$ cat src/hufd_pkg.sv
// hufd_pkg: shared types and constants for the Huffman tree build and decode block.
// Used by the controller, the datapath, the top level and the port checker.
`timescale 1ns / 1ps
package hufd_pkg;

    localparam int SYMBOLS_DEF     = 256;
    localparam int COUNT_WIDTH_DEF = 31;

    localparam int SYM_W     = 8;
    localparam int CNT_IN_W  = 31;
    localparam int BITS_W    = 4;
    localparam int IN_DATA_W = 56;

    // input tdata field offsets, lowest bit up
    localparam int OFS_SYM   = 0;
    localparam int OFS_CNT   = OFS_SYM + SYM_W;
    localparam int OFS_BYTE  = OFS_CNT + CNT_IN_W;
    localparam int OFS_BITS  = OFS_BYTE + 8;

    localparam logic [BITS_W-1:0] MAX_BITS = 4'd8;

    localparam logic REQ_COUNT = 1'b0;
    localparam logic REQ_DATA  = 1'b1;

    typedef enum logic [2:0] {
        ST_IDLE,
        ST_LOAD,
        ST_SCAN,
        ST_MERGE,
        ST_ROOT,
        ST_DEC,
        ST_FLUSH
    } t_state;

    typedef struct packed {
        logic cnt_wr;
        logic build_start;
        logic ld_issue;
        logic fin_empty;
        logic fin_single;
        logic merge_init;
        logic scan_start;
        logic sc_issue;
        logic merge;
        logic root_rd;
        logic byte_load;
        logic step;
        logic flush;
    } t_cmd;

    typedef struct packed {
        logic ld_pend;
        logic sc_pend;
        logic idx_at_n;
        logic n_zero;
        logic n_one;
        logic live_two;
        logic tree_ready;
        logic emit;
        logic pend_v;
        logic out_free;
    } t_sts;

endpackage

$ cat src/hufd_ctrl.sv
// hufd_ctrl: sequencer for count loading, tree build rounds and bit-serial decode.
// Depends on hufd_pkg; drives the datapath through t_cmd and reads t_sts.
`timescale 1ns / 1ps
module hufd_ctrl import hufd_pkg::*; #(
    parameter int SYMBOLS = SYMBOLS_DEF
) (
    input  logic                                 i_clk,
    input  logic                                 i_rst_n,
    input  logic                                 i_acc,
    input  logic                                 i_req_type,
    input  logic                                 i_last,
    input  logic [BITS_W-1:0]                    i_bits_used,
    input  t_sts                                 i_sts,
    output logic                                 o_ready,
    output logic [$clog2(2*SYMBOLS-1)-1:0]       o_idx,
    output t_cmd                                 o_cmd
);

    localparam int NDW = $clog2(2*SYMBOLS-1);

    t_state            r_state, n_state;
    logic [NDW-1:0]    r_idx, n_idx;
    logic [BITS_W-1:0] r_bits, n_bits;
    logic              step_ok;

    always_ff @(posedge i_clk) begin
        if (!i_rst_n) begin
            r_state <= ST_IDLE;
            r_idx   <= '0;
            r_bits  <= '0;
        end else begin
            r_state <= n_state;
            r_idx   <= n_idx;
            r_bits  <= n_bits;
        end
    end

    assign step_ok = !(i_sts.emit && i_sts.pend_v && !i_sts.out_free);
    assign o_idx   = r_idx;

    always_comb begin
        n_state = r_state;
        n_idx   = r_idx;
        n_bits  = r_bits;
        o_cmd   = '0;
        o_ready = 1'b0;
        case (r_state)
            ST_IDLE: begin
                o_ready = 1'b1;
                if (i_acc) begin
                    if (i_req_type == REQ_COUNT) begin
                        o_cmd.cnt_wr = 1'b1;
                        if (i_last) begin
                            o_cmd.build_start = 1'b1;
                            n_idx   = '0;
                            n_state = ST_LOAD;
                        end
                    end else if (i_sts.tree_ready && i_bits_used != '0) begin
                        o_cmd.byte_load = 1'b1;
                        n_bits  = (i_bits_used > MAX_BITS) ? MAX_BITS : i_bits_used;
                        n_state = ST_DEC;
                    end
                end
            end
            ST_LOAD: begin
                if (r_idx != NDW'(SYMBOLS)) begin
                    o_cmd.ld_issue = 1'b1;
                    n_idx = r_idx + 1'b1;
                end else if (!i_sts.ld_pend) begin
                    if (i_sts.n_zero) begin
                        o_cmd.fin_empty = 1'b1;
                        n_state = ST_IDLE;
                    end else if (i_sts.n_one) begin
                        o_cmd.fin_single = 1'b1;
                        n_state = ST_IDLE;
                    end else begin
                        o_cmd.merge_init = 1'b1;
                        o_cmd.scan_start = 1'b1;
                        n_idx   = '0;
                        n_state = ST_SCAN;
                    end
                end
            end
            ST_SCAN: begin
                if (!i_sts.idx_at_n) begin
                    o_cmd.sc_issue = 1'b1;
                    n_idx = r_idx + 1'b1;
                end else if (!i_sts.sc_pend) begin
                    n_state = ST_MERGE;
                end
            end
            ST_MERGE: begin
                o_cmd.merge = 1'b1;
                if (i_sts.live_two) begin
                    n_state = ST_ROOT;
                end else begin
                    o_cmd.scan_start = 1'b1;
                    n_idx   = '0;
                    n_state = ST_SCAN;
                end
            end
            ST_ROOT: begin
                o_cmd.root_rd = 1'b1;
                n_state = ST_IDLE;
            end
            ST_DEC: begin
                if (step_ok) begin
                    o_cmd.step = 1'b1;
                    n_bits = r_bits - 1'b1;
                    if (r_bits == 4'd1) begin
                        n_state = ST_FLUSH;
                    end
                end
            end
            ST_FLUSH: begin
                if (!i_sts.pend_v) begin
                    n_state = ST_IDLE;
                end else if (i_sts.out_free) begin
                    o_cmd.flush = 1'b1;
                    n_state = ST_IDLE;
                end
            end
            default: begin
                n_state = ST_IDLE;
            end
        endcase
    end

endmodule

$ cat config.mk
export PLATFORM = sky130hd
export DESIGN_NAME = hufd_ctrl
export DESIGN_NICKNAME = d
export VERILOG_FILES = /design/src/hufd_pkg.sv /design/src/hufd_ctrl.sv
export SDC_FILE = /design/constraint.sdc
export NUM_CORES = 1
export LEC_CHECK = 0
export ABC_AREA = 1
export BUFFER_PORTS_ARGS = -buffer_cell sky130_fd_sc_hd__buf_2
export CORE_ASPECT_RATIO = 1.75
export CORE_UTILIZATION = 40
export CTS_BUF_LIST = sky130_fd_sc_hd__clkbuf_4 sky130_fd_sc_hd__clkbuf_8
export CTS_CLUSTER_SIZE = 14
export DETAILED_ROUTE_END_ITERATION = 16
export GPL_TIMING_DRIVEN = 1
export PLACE_DENSITY = 0.73
export SYNTH_ARGS = -nofsm -noshare
export SYNTH_HDL_FRONTEND = slang
export SYNTH_SLANG_ARGS = --single-unit
$ cat constraint.sdc
create_clock -name i_clk -period 2.46 [get_ports i_clk]
set_clock_uncertainty 0.15 [all_clocks]
set_input_delay 0.123 -clock i_clk [delete_from_list [all_inputs] [get_ports i_clk]]
set_output_delay 0.123 -clock i_clk [all_outputs]
set_load 0.005 [all_outputs]
==> metrics.md, run 1 <==
| Metric | Value |
|---|---|
| Outcome | `finished clean` |
| Clock root buffer | `clkbuf_8` |
| Residual DRC | `0` |
| Num CTS Buffers | `3` |
| Clk slew on worst S/H paths | `0.06 ns` |
| Starting density of the core | `0.430` |
| Relative slew slack | `0.733` |
| Total Routing Usage GR | `0.210` |
| Chip Width | `46.4 microns` |
| Critical path peak fanout | `9` |
| R2r startpoint | `o_idx[0]$_SDFFE_PN0P_` |
| CP max-delay cell | `dfxtp_1` |
| Path type of the worst setup path | `register to register` |
| Post-Syn Area | `1380 sq um` |
| Placer Congestion | `between 0.8 and 0.9` |
| Pwr dens | `around 1100 nW/um^2` |
| Peak Freq | `roughly 550 MHz` |
| PortBufs | `41` |
| Critical-path cell list | `inv_1 -> ha_1 -> nand2_1 -> nor2_1 -> nand2_1 -> inv_1 -> nand2_1 -> clkinv_1 -> nor2_4 -> nand2_1 -> a21oi_1` |
| CP Launch Point | `o_idx[0]$_SDFFE_PN0P_` |
| Vias in the first global route | `1451` |
| Cell taking the most area after synthesis | `dfxtp_1` |
| Final slew viol count | `0` |
| Die area | `3700 sq um` |
| Core area | `3210 sq um` |
| Setup Fix Bufs, Post-CTS | `0` |
| Synth Warn # | `0` |
| Syn_area_per_cell | `around 5.8 sq um` |
| Leak | `0.908 nW` |
| Hold bufs inserted after CTS | `0` |
| Wire length per cell | `10.9 microns` |
| Worst Hold Launch | `i_rst_n` |
| DRT iter0 DRCs | `35` |
| Drt total wl | `3.53 mm` |
| Yosys reg bits | `16` |
| Num Clock Sinks | `16` |
| Drt first pass iters | `4` |
| Final Power | `1.87 mW` |
| Worst VDD drop | `0.654 mV` |
| Fin crit share | `0.743` |
| Net count, final | `304` |
| Number of I/O pins | `42` |
| Post-synthesis sequential area ratio | `0.232` |
| CP dominant cell by count | `nand2_1` |
| CTS tree | `yes` |
| Crit path max-delay family | `simple AND/OR/NAND/NOR gates` |
| Worst-margin pin slew | `0.400 ns` |
| Startpoint Class | `register` |
| Synth top area cells | `dfxtp_1, nand2_1, nor2_1, inv_1, nand3_1` |
| Worst path arrival time | `1.86 ns` |
| Required @ worst endpoint | `2.49 ns` |
| Max_cap viols | `0` |
| Share of the synthesized area in the top cell type | `0.232` |
| Post-CTS Resized | `0` |
| Max incr delay on CP | `0.40 ns` |
| Setup tns final | `0 ns` |
| Final min period | `about 1.8 ns` |
| Vias per inst | `4.99` |
| Area Overhead vs Synth | `20.3%` |
| Most common cell after layout, fill and taps aside | `nand2_1` |
| Largest net degree at the start of global routing | `12` |
| Vias | `1612` |
| Worst-Skew Late Latency | `0.26 ns` |
| Layout cell share with drive strength beyond 1 | `0.211` |
| Placed Cells incl. Taps | `319` |
| Worst-case clock buffer depth | `2` |
| Routed Antenna Nets | `0` |
| Worst min path class | `input pin to register` |
| Overflow after GRT | `0` |
| Non-filler cells, final | `between 300 and 400` |
| Rows | `27` |
| Worst Setup End Kind | `register` |
| Cells after Synth | `approximately 240` |
| H-tree levels | `1` |
| Finish-stage setup viols | `0` |
| Yosys cell types | `25` |
| Initial antenna violation count | `0` |
| Crit path buf inv count | `3` |
| Commonest cells after routing, fill and taps aside | `nand2_1, nor2_1, buf_2, inv_1, nand3_1` |
| Total nets after synthesis | `262` |
| Hold violation count in the final report | `0` |
| First-pass GRT wire length | `~5.8 mm` |
| RSZ-0062 raised after global routing | `false` |
| Hold Slack | `0.0504 ns` |
| Die Y | `79.7 microns` |
| Post-DP HPWL | `2.90 mm` |
| ANT cells | `0` |
synthesized netlist by cell type:
cell and instances:
inv_2 3, nand2_4 1, xor2_1 3, a21oi_1 15, nand3_2 1, o21ai_1 2
clkinv_1 2, nand3_1 23, clkbuf_1 1, xnor2_1 1, o31ai_1 1, nand4_1 4
ha_1 4, nor2_1 41, nor3_1 6, dfxtp_1 16, buf_4 1, inv_1 34
nand3b_1 1, o21ai_0 12, nor2_4 3, nand2_1 56, nand2_2 3, a21oi_2 3
buf_6 2
path summary, 6_finish.rpt:
path         slack [ns]               endpoint  cells past startpoint
max                0.63  o_idx[6]$_SDFFE_PN0P_                     11
min                0.05  o_idx[8]$_SDFFE_PN0P_                      3
min reg2reg        0.37  o_idx[6]$_SDFFE_PN0P_                      2
max reg2reg        0.63  o_idx[6]$_SDFFE_PN0P_                     11
power breakdown:
part | total (mW) | internal (mW) | switching (mW)
combinational | 1.16 | 0.411 | 0.749
sequential | 0.477 | 0.349 | 0.128
clock | 0.233 | 0.142 | 0.0910
total | 1.87 | 0.902 | 0.968
final cells by class:
cell class | count | area [sq um]
tap | 43 | 53.8
multi-input combinational | 180 | 880
timing repair buffer | 41 | 205
inverter | 39 | 146
sequential | 16 | 320
fill | 349 | 1550
clock buffer | 4 | 55.1
state kept, by name, indices dropped and copies added, names as in the netlist:
register and count:
o_idx 9, r_state 3, r_bits 4
cells by family after synthesis:
group                      after synthesis  share of synthesized area
and+or+nand+nor                        139                      0.446
xor gates and xnor gates                 4                     0.0254
adders and majority gates                4                     0.0363
buffers and inverters                   43                      0.131
DFF                                     16                      0.232
AOI/OAI and AO/OA                       33                      0.130
worst reg2reg max path, cell delays in order, from the launching register on:
cell      delay, ns
dfxtp_1        0.40
inv_1          0.08
ha_1           0.19
nand2_1        0.06
nor2_1         0.04
nand2_1        0.10
inv_1          0.07
nand2_1        0.10
clkinv_1       0.11
nor2_4         0.23
nand2_1        0.08
a21oi_1        0.14
routing by layer:
layer | global-route usage | vias up | wire, microns
li1 | - | 838 | -
met1 | 0.199 | 723 | 1340
met2 | 0.407 | 41 | 1960
met3 | 0.0226 | 10 | 147
met4 | 0.0941 | 0 | 91
met5 | 0 | - | 0
through the flow:
step,setup WS [ns],util,area (sq um)
floorplan,0.881,-,1380
global placement,0.647,0.500,1610
detailed placement,0.607,0.500,1610
CTS,0.593,0.517,1660
global route,0.375,0.517,1660
finish,0.632,0.517,1660
No activity file was read; power rests on OpenSTA's default activity.
==> inputs of run 2 (changes only) <==
--- a/config.mk
+++ b/config.mk
@@ -5,7 +5,7 @@
 export SDC_FILE = /design/constraint.sdc
 export NUM_CORES = 1
 export LEC_CHECK = 0
-export ABC_AREA = 1
+export ABC_AREA = 0
 export BUFFER_PORTS_ARGS = -buffer_cell sky130_fd_sc_hd__buf_2
 export CORE_ASPECT_RATIO = 1.75
 export CORE_UTILIZATION = 40
@@ -13,7 +13,7 @@
 export CTS_CLUSTER_SIZE = 14
 export DETAILED_ROUTE_END_ITERATION = 16
 export GPL_TIMING_DRIVEN = 1
-export PLACE_DENSITY = 0.73
+export PLACE_DENSITY = 0.76
 export SYNTH_ARGS = -nofsm -noshare
 export SYNTH_HDL_FRONTEND = slang
 export SYNTH_SLANG_ARGS = --single-unit
==> constraint.sdc (replaced) <==
create_clock -name i_clk -period 1.6 [get_ports i_clk]
set_clock_uncertainty 0.15 [all_clocks]
set_input_delay 0.08 -clock i_clk [delete_from_list [all_inputs] [get_ports i_clk]]
set_output_delay 0.08 -clock i_clk [all_outputs]
set_load 0.005 [all_outputs]
==> run 2 against run 1 <==
Effect of this change:
- the flow now finishes with violations (DRC, setup timing)
- routed wire length grew 42%
- via count grew 6.3%
- clock power is 61% higher
- worst setup slack lost 1.1 ns
- final cell count shrank 11%
- critical path type is now register to output port
- critical endpoint is now o_cmd[6]
==> metrics.md, run 2 <==
| Metric | Value |
|---|---|
| Vias in the first global route | `1615 (+11%)` |
| Worst min path class | `input pin to register` |
| Primary FF master, synth | `dfxtp_1` |
| Share of the synthesized area in the top cell type | `0.257 (+0.0244)` |
| R2R cell count | `7 (-4)` |
| Pre-CTS setup slack | `-0.219 ns (-0.826 ns)` |
| Core area | `2930 sq um (-8.8%)` |
| # fillers | `188 (-46%)` |
| Worst Setup End Kind | `output port` |
| Drt first pass iters | `12 (+8)` |
| Num CTS Buffers | `3 (unchanged)` |
| Wire length per cell | `17.4 microns (+59%)` |
| Worst VDD drop | `1.09 mV (+67%)` |
| Fraction of registers with async set/reset | `0 (unchanged)` |
| End of the critical path | `o_cmd[6]` |
| Psw | `1.20 mW (+24%)` |
| Rows | `26 (-3.7%)` |
| Routed Antenna Nets | `0 (unchanged)` |
| Final min period | `between 2 and 2.5 ns` |
| Final Power | `2.87 mW (+53%)` |
| Layout cell share with drive strength beyond 1 | `0.621 (+0.410)` |
| Failing checks | `DRC, setup timing` |
| DRT iter0 DRCs | `52 (+49%)` |
| Yosys reg bits | `16 (unchanged)` |
| Synth Warn # | `0 (unchanged)` |
| Max reg flops | `9 (unchanged)` |
| First-pass GRT wire length | `6.66 mm (+15%)` |
| Comb pwr share | `0.687 (+0.067)` |
| Finish-stage setup viols | `23 (+23)` |
| Num Clock Sinks | `16 (unchanged)` |
| Worst-case clock buffer depth | `2 (unchanged)` |
| Die Y | `75.9 microns (-4.8%)` |
| Pwr dens | `1280 nW/um^2 (+13%)` |
| Starting density of the core | `0.426 (-0.00352)` |
| Die area | `3360 sq um (-9.2%)` |
| Total nets after synthesis | `184 (-30%)` |
| Clk slew on worst S/H paths | `0.07 ns (about the same)` |
| Final slew viol count | `0 (unchanged)` |
| Initial antenna violation count | `0 (unchanged)` |
| Worst-margin pin slew | `0.413 ns (+0.0129 ns)` |
| Path type of the worst setup path | `register to output port` |
| Fin crit share | `1.29` |
| Total Routing Usage GR | `0.258 (+0.0476)` |
| Most common cell after layout, fill and taps aside | `buf_4` |
| FF/Latch Area | `335 sq um (+4.7%)` |
| RSZ-0062 raised after global routing | `true` |
| Vias per inst | `5.93 (+19%)` |
| Post-synth EDFFs | `0 (unchanged)` |
| Switching share of power | `0.420 (-0.0980)` |
| Number of I/O pins | `42 (unchanged)` |
| Worst path arrival time | `1.84 ns (-0.02 ns)` |
| Syn_area_per_cell | `7.76 sq um (+34%)` |
| Hold bufs inserted after CTS | `0 (unchanged)` |
| Peak Freq | `483 MHz` |
| Most numerous cell in the Yosys netlist | `nand2_1` |
| Cell taking the most area after synthesis | `dfxtp_1` |
| RR Endpoint | `r_state[2]$_SDFFE_PN0P_` |
| Yosys cell types | `52 (+110%)` |
| ANT cells | `0 (unchanged)` |
| R2r startpoint | `o_idx[3]$_SDFFE_PN0P_` |
| Worst-Skew Late Latency | `0.25 ns (about the same)` |
| Vias | `1713 (+6.3%)` |
| Area Overhead vs Synth | `79.7%` |
| H-tree levels | `1 (unchanged)` |
| Post-synthesis sequential area ratio | `0.257 (+0.0244)` |
| Multi-input gate area | `1070 sq um (+22%)` |
| Post-Syn Area | `1250 sq um (-9.5%)` |
| Critical path peak fanout | `3 (-6)` |
| Sequential power share | `0.182 (-0.073)` |
| Relative slew slack | `0.724 (-0.00867)` |
| Residual DRC | `1 (+1)` |
| Cells after Synth | `161 (-33%)` |
| Commonest cells after routing, fill and taps aside | `buf_4, buf_2, nand2_1, buf_6, dfxtp_1` |
| Post-DP HPWL | `3.01 mm (+3.9%)` |
| Net count, final | `285 (-6.3%)` |
| CTS tree | `yes` |
| Leak | `1.01 nW (+11%)` |
| Hold depth | `3 (unchanged)` |
| Synth top area cells | `dfxtp_1, nand2_1, a21oi_1, ha_1, or3_1` |
| Hold Slack | `0.0796 ns (+0.0292 ns)` |
| PortBufs | `41 (unchanged)` |
| Required @ worst endpoint | `1.37 ns (-1.12 ns)` |
| Placer Congestion | `0.866 (-2.2%)` |
| Chip Width | `44.2 microns (-4.7%)` |
| Largest net degree at the start of global routing | `15 (+3)` |
| Drt total wl | `5.02 mm (+42%)` |
| Reg2Reg Setup Slack | `-0.40 ns (-1.03 ns)` |
| Overflow after GRT | `0 (unchanged)` |
| Max_cap viols | `0 (unchanged)` |
| Synth cell count leaders | `nand2_1, dfxtp_1, a21oi_1` |
| Startpoint Class | `register` |
| Clock root buffer | `clkbuf_8` |
| Hold violation count in the final report | `0 (unchanged)` |
| Outcome | `finished, violations left` |
| Int Power | `1.66 mW (+84%)` |
| Clock network fraction of design power | `0.131 (+0.006)` |
| PnR worst setup slack | `-0.472 ns (-1.10 ns)` |
| CP Launch Point | `o_idx[3]$_SDFFE_PN0P_` |
-- run 2: cell count changes in the layout (fill, tap and decap cells not counted), moves of 4 or more --
cell,delta
buf_4,+48
nand2_1,-41
nor2_1,-35
inv_1,-27
nand3_1,-18
a21oi_1,-12
buf_6,+12
o21ai_0,-10
dfxtp_1,-6
or3_1,+6
nand2b_1,+4
nor3_1,-4
-- run 2: logic make-up after synthesis --
| group | Yosys count | share of synthesized area |
|---|---|---|
| simple gates | 83 | 0.405 |
| buf+inv | 17 | 0.0591 |
| compound gates | 41 | 0.239 |
| fa+ha+maj | 4 | 0.0401 |
| flops | 16 | 0.257 |
-- run 2: power by group through the flow --
stage          logic (mW)  clock network [mW]  registers (mW)
3_3_place_gp         1.30                   0           0.504
2_1_floorplan       0.750                   0           0.500
3_5_place_dp         1.33                   0           0.505
6_report             1.97               0.376           0.522
5_1_grt              2.08               0.383           0.526
4_1_cts              1.51               0.374           0.516
-- run 2: critical path, cell delays in order (launching register included) --
cell	delay, ns
dfxtp_2	0.33
nor4b_4	0.29
buf_4	0.18
nand2_2	0.07
or3_4	0.37
nor3_4	0.15
a21o_1	0.10
buf_2	0.10
-- run 2: metrics by stage --
step / instances / cell area [sq um] / TNS, ns / util
global placement: 270 / 1830 / -2.30 / 0.624
finish: 289 / 2240 / -5.49 / 0.766
global route: 289 / 2240 / -7.32 / 0.766
detailed placement: 270 / 1830 / -2.76 / 0.624
floorplan: 161 / 1280 / -0.730 / -
CTS: 284 / 2050 / -4.59 / 0.700
-- run 2: per-layer routing --
layer / part of all wire / vias up / wire, microns / GRT usage
met2: 0.59 / 74 / 2970 / 0.507
met4: 0.058 / 0 / 291 / 0.136
met1: 0.32 / 813 / 1600 / 0.231
met5: 0 / - / 0 / 0
li1: - / 795 / - / -
met3: 0.031 / 31 / 157 / 0.0262
-- run 2: repair_timing --
item | in CTS | in global routing
pin swaps | 6 | 20
setup buffers | 10 | 6
setup endpoints to repair | 24 | 25
gates resized for setup | 24 | 38
-- run 2: worst min path at each step --
stage,endpoint,start,slack (ns)
final,o_idx[1]$_SDFFE_PN0P_,i_rst_n,0.08
after detailed placement,o_cmd[12],i_req_type,0.29
after global placement,o_cmd[12],i_req_type,0.29
after global routing,o_idx[1]$_SDFFE_PN0P_,i_rst_n,0.09
after floorplan,o_cmd[7],i_sts[5],0.03
after CTS,o_idx[0]$_SDFFE_PN0P_,i_rst_n,0.05
-- run 2: final cells by class --
type,count,share of cell area
inverter,12,0.0212
tap,28,0.0156
clock buffer,4,0.0245
sequential,16,0.149
multi-input combinational,128,0.477
timing repair buffer,101,0.312
==> inputs of run 3 (changes only) <==
==> constraint.sdc (replaced) <==
create_clock -name i_clk -period 1.6 [get_ports i_clk]
set_clock_uncertainty 0.15 [all_clocks]
set_input_delay 0.32 -clock i_clk [delete_from_list [all_inputs] [get_ports i_clk]]
set_output_delay 0.32 -clock i_clk [all_outputs]
set_load 0.005 [all_outputs]
==> run 3 against run 2 <==
Effect of this change:
- the run still ends with DRC, setup timing left
- sequential cell count unchanged
- non-clock buffer count rose by 12
- combinational power is 36% higher
- fmax shrank 11%
- final cell count grew 4.5%
- clock-buffer cell count is the same
- critical path depth is 1 higher
- register-to-register slack worse by 0.10 ns
- sequential share of layout area is 1.9 points lower
- power is 24% higher
- die area is the same
- first-iteration DRC count is 90% higher
- largest cell class unchanged
- highest routed layer unchanged
==> metrics.md, run 3 (synthesis gave the netlist of run 2 again) <==
| Metric | Value |
|---|---|
| Num CTS Buffers | `3 (unchanged)` |
| Final min period | `2.32 ns (+0.245 ns)` |
| Rows | `26 (unchanged)` |
| Largest net degree at the start of global routing | `15 (unchanged)` |
| Core area | `2930 sq um (unchanged)` |
| Drt first pass iters | `10 (-2)` |
| Required @ worst endpoint | `1.13 ns (-0.24 ns)` |
| Number of I/O pins | `42 (unchanged)` |
| Critical path peak fanout | `3 (unchanged)` |
| Worst-Skew Late Latency | `0.26 ns (about the same)` |
| H-tree levels | `1 (unchanged)` |
| Worst path arrival time | `1.85 ns (about the same)` |
| Clock root buffer | `clkbuf_8` |
| First-pass GRT wire length | `8.31 mm (+25%)` |
| Critical-path cell list | `inv_2 -> ha_4 -> nor4b_4 -> nand2_1 -> or3_4 -> nor3_4 -> a21o_1 -> buf_2` |
| Chip Width | `44.2 microns (unchanged)` |
| End of the critical path | `o_cmd[6]` |
| Hold violation count in the final report | `0 (unchanged)` |
| CTS tree | `yes` |
| Total Routing Usage GR | `0.321 (+0.0635)` |
| RR Endpoint | `r_state[2]$_SDFFE_PN0P_` |
| Wire length per cell | `20.9 microns (+20%)` |
| Pre-CTS setup slack | `-0.399 ns (-0.180 ns)` |
| Initial antenna violation count | `0 (unchanged)` |
| Residual DRC | `2 (+1)` |
| Finish-stage setup viols | `30 (+30%)` |
| R2R cell count | `9 (+2)` |
| Most common cell after layout, fill and taps aside | `buf_4` |
| Clk slew on worst S/H paths | `0.06 ns (about the same)` |
| Failing checks | `DRC, setup timing` |
| Outcome | `finished, violations left` |
| Worst Setup End Kind | `output port` |
| Non-filler cells, final | `302 (+4.5%)` |
| Max incr delay on CP | `0.38 ns (about the same)` |
| Pwr dens | `1410 nW/um^2 (+11%)` |
| Die Y | `75.9 microns (unchanged)` |
| Max reg flops | `9 (unchanged)` |
| Num Clock Sinks | `16 (unchanged)` |
| Final core occ | `0.862 (+0.0957)` |
| Worst min path class | `input pin to register` |
| Starting density of the core | `0.426 (unchanged)` |
| Overflow after GRT | `0 (unchanged)` |
| Worst-case clock buffer depth | `2 (unchanged)` |
| Leak | `1.10 nW (+8.7%)` |
| R2r startpoint | `o_idx[0]$_SDFFE_PN0P_` |
| Placer Congestion | `0.857 (-0.97%)` |
| Final slew viol count | `0 (unchanged)` |
| Worst-margin pin slew | `0.398 ns (-0.0151 ns)` |
| Routed Antenna Nets | `0 (unchanged)` |
| Drt total wl | `6.30 mm (+26%)` |
| Fin crit share | `1.45 (+0.153)` |
| Final Power | `3.56 mW (+24%)` |
| Hold Slack | `0.285 ns (+0.206 ns)` |
| Area Overhead vs Synth | `102%` |
| Layout cell share with drive strength beyond 1 | `0.675 (+0.0545)` |
| Placed Cells incl. Taps | `274 (+1.5%)` |
| DRT iter0 DRCs | `99 (+90%)` |
| RSZ-0062 raised after global routing | `true` |
| ANT cells | `0 (unchanged)` |
| PortBufs | `41 (unchanged)` |
| Vias in the first global route | `1835 (+14%)` |
| Path type of the worst setup path | `register to output port` |
| Max_cap viols | `0 (unchanged)` |
| Die area | `3360 sq um (unchanged)` |
| CP max-delay cell | `or3_4` |
| Peak Freq | `432 MHz (-11%)` |
| Worst VDD drop | `1.11 mV (+1.8%)` |
| Commonest cells after routing, fill and taps aside | `buf_4, buf_2, nand2_1, buf_6, dfxtp_1` |
| Vias | `1916 (+12%)` |
| CP Launch Point | `o_idx[0]$_SDFFE_PN0P_` |
| Startpoint Class | `register` |
| Post-DP HPWL | `2.98 mm (-0.99%)` |
| Vias per inst | `6.34 (+7.0%)` |
| Relative slew slack | `0.734 (+0.00983)` |
| Net count, final | `298 (+4.6%)` |
| PnR worst setup slack | `-0.717 ns (-0.245 ns)` |
| Reg2Reg Setup Slack | `-0.50 ns (-0.10 ns)` |
==> run 3: cell count changes in the layout (fill, tap and decap cells not counted), sizes merged <==
cell      previous run  this run
buf                101       112
clkinvlp             0         1
inv                 11        10
clkbuf               4         5
nand4                5         6
==> run 3: area by class of cell <==
class	instances	area, sq um
fill	137	404
clock buffer	4	55.1
inverter	12	51.3
multi-input combinational	129	1180
timing repair buffer	113	877
sequential	16	329
tap	28	35.0
==> run 3: repair_timing <==
action                                  CTS  global route
endpoints found under the setup margin   30            30
pin swaps                                15            23
setup buffers                            15            13
gates resized for setup                  42            40
hold buffers                              0             0
endpoints found under the hold margin     0             0
gates cloned                              1             2
==> run 3: worst min path at each step <==
| stage | startpoint | to | cells after the start |
|---|---|---|---|
| floorplan | i_rst_n | r_state[1]$_SDFFE_PN0P_ | 2 |
| global placement | o_idx[1]$_SDFFE_PN0P_ | o_idx[1]$_SDFFE_PN0P_ | 3 |
| detailed placement | o_idx[1]$_SDFFE_PN0P_ | o_idx[1]$_SDFFE_PN0P_ | 3 |
| CTS | i_rst_n | o_idx[8]$_SDFFE_PN0P_ | 3 |
| global route | i_rst_n | o_idx[8]$_SDFFE_PN0P_ | 3 |
| finish | i_rst_n | o_idx[8]$_SDFFE_PN0P_ | 3 |
==> run 3: metal layers <==
metal / vias to the layer above / GRT usage / wire (microns)
li1: 828 / - / -
met1: 924 / 0.316 / 1930
met4: 0 / 0.136 / 489
met5: - / 0 / 0
met3: 43 / 0.0381 / 298
met2: 121 / 0.618 / 3580
==> run 3: report_power, final <==
group          switching [mW]  leakage, nW  internal (mW)  total [mW]
Sequential             0.0500        0.132          0.463       0.513
Clock                   0.151       0.0288          0.219       0.370
Combinational            1.31        0.935           1.37        2.68
Total                    1.51         1.10           2.05        3.56
==> run 3: critical path: cells and delay by family (launching register included) <==
family | cells | cell delay, ns
compound gates | 1 | 0.10
fa+ha+maj | 1 | 0.12
simple gates | 4 | 0.87
buf+inv | 2 | 0.18
flops | 1 | 0.32
==> run 3: stage by stage <==
step           setup TNS, ns  area [sq um]
2_1_floorplan          -2.10          1310
3_3_place_gp           -4.81          1890
3_5_place_dp           -5.64          1890
4_1_cts                -8.81          2280
5_1_grt               -11.75          2520
6_report              -10.23          2520
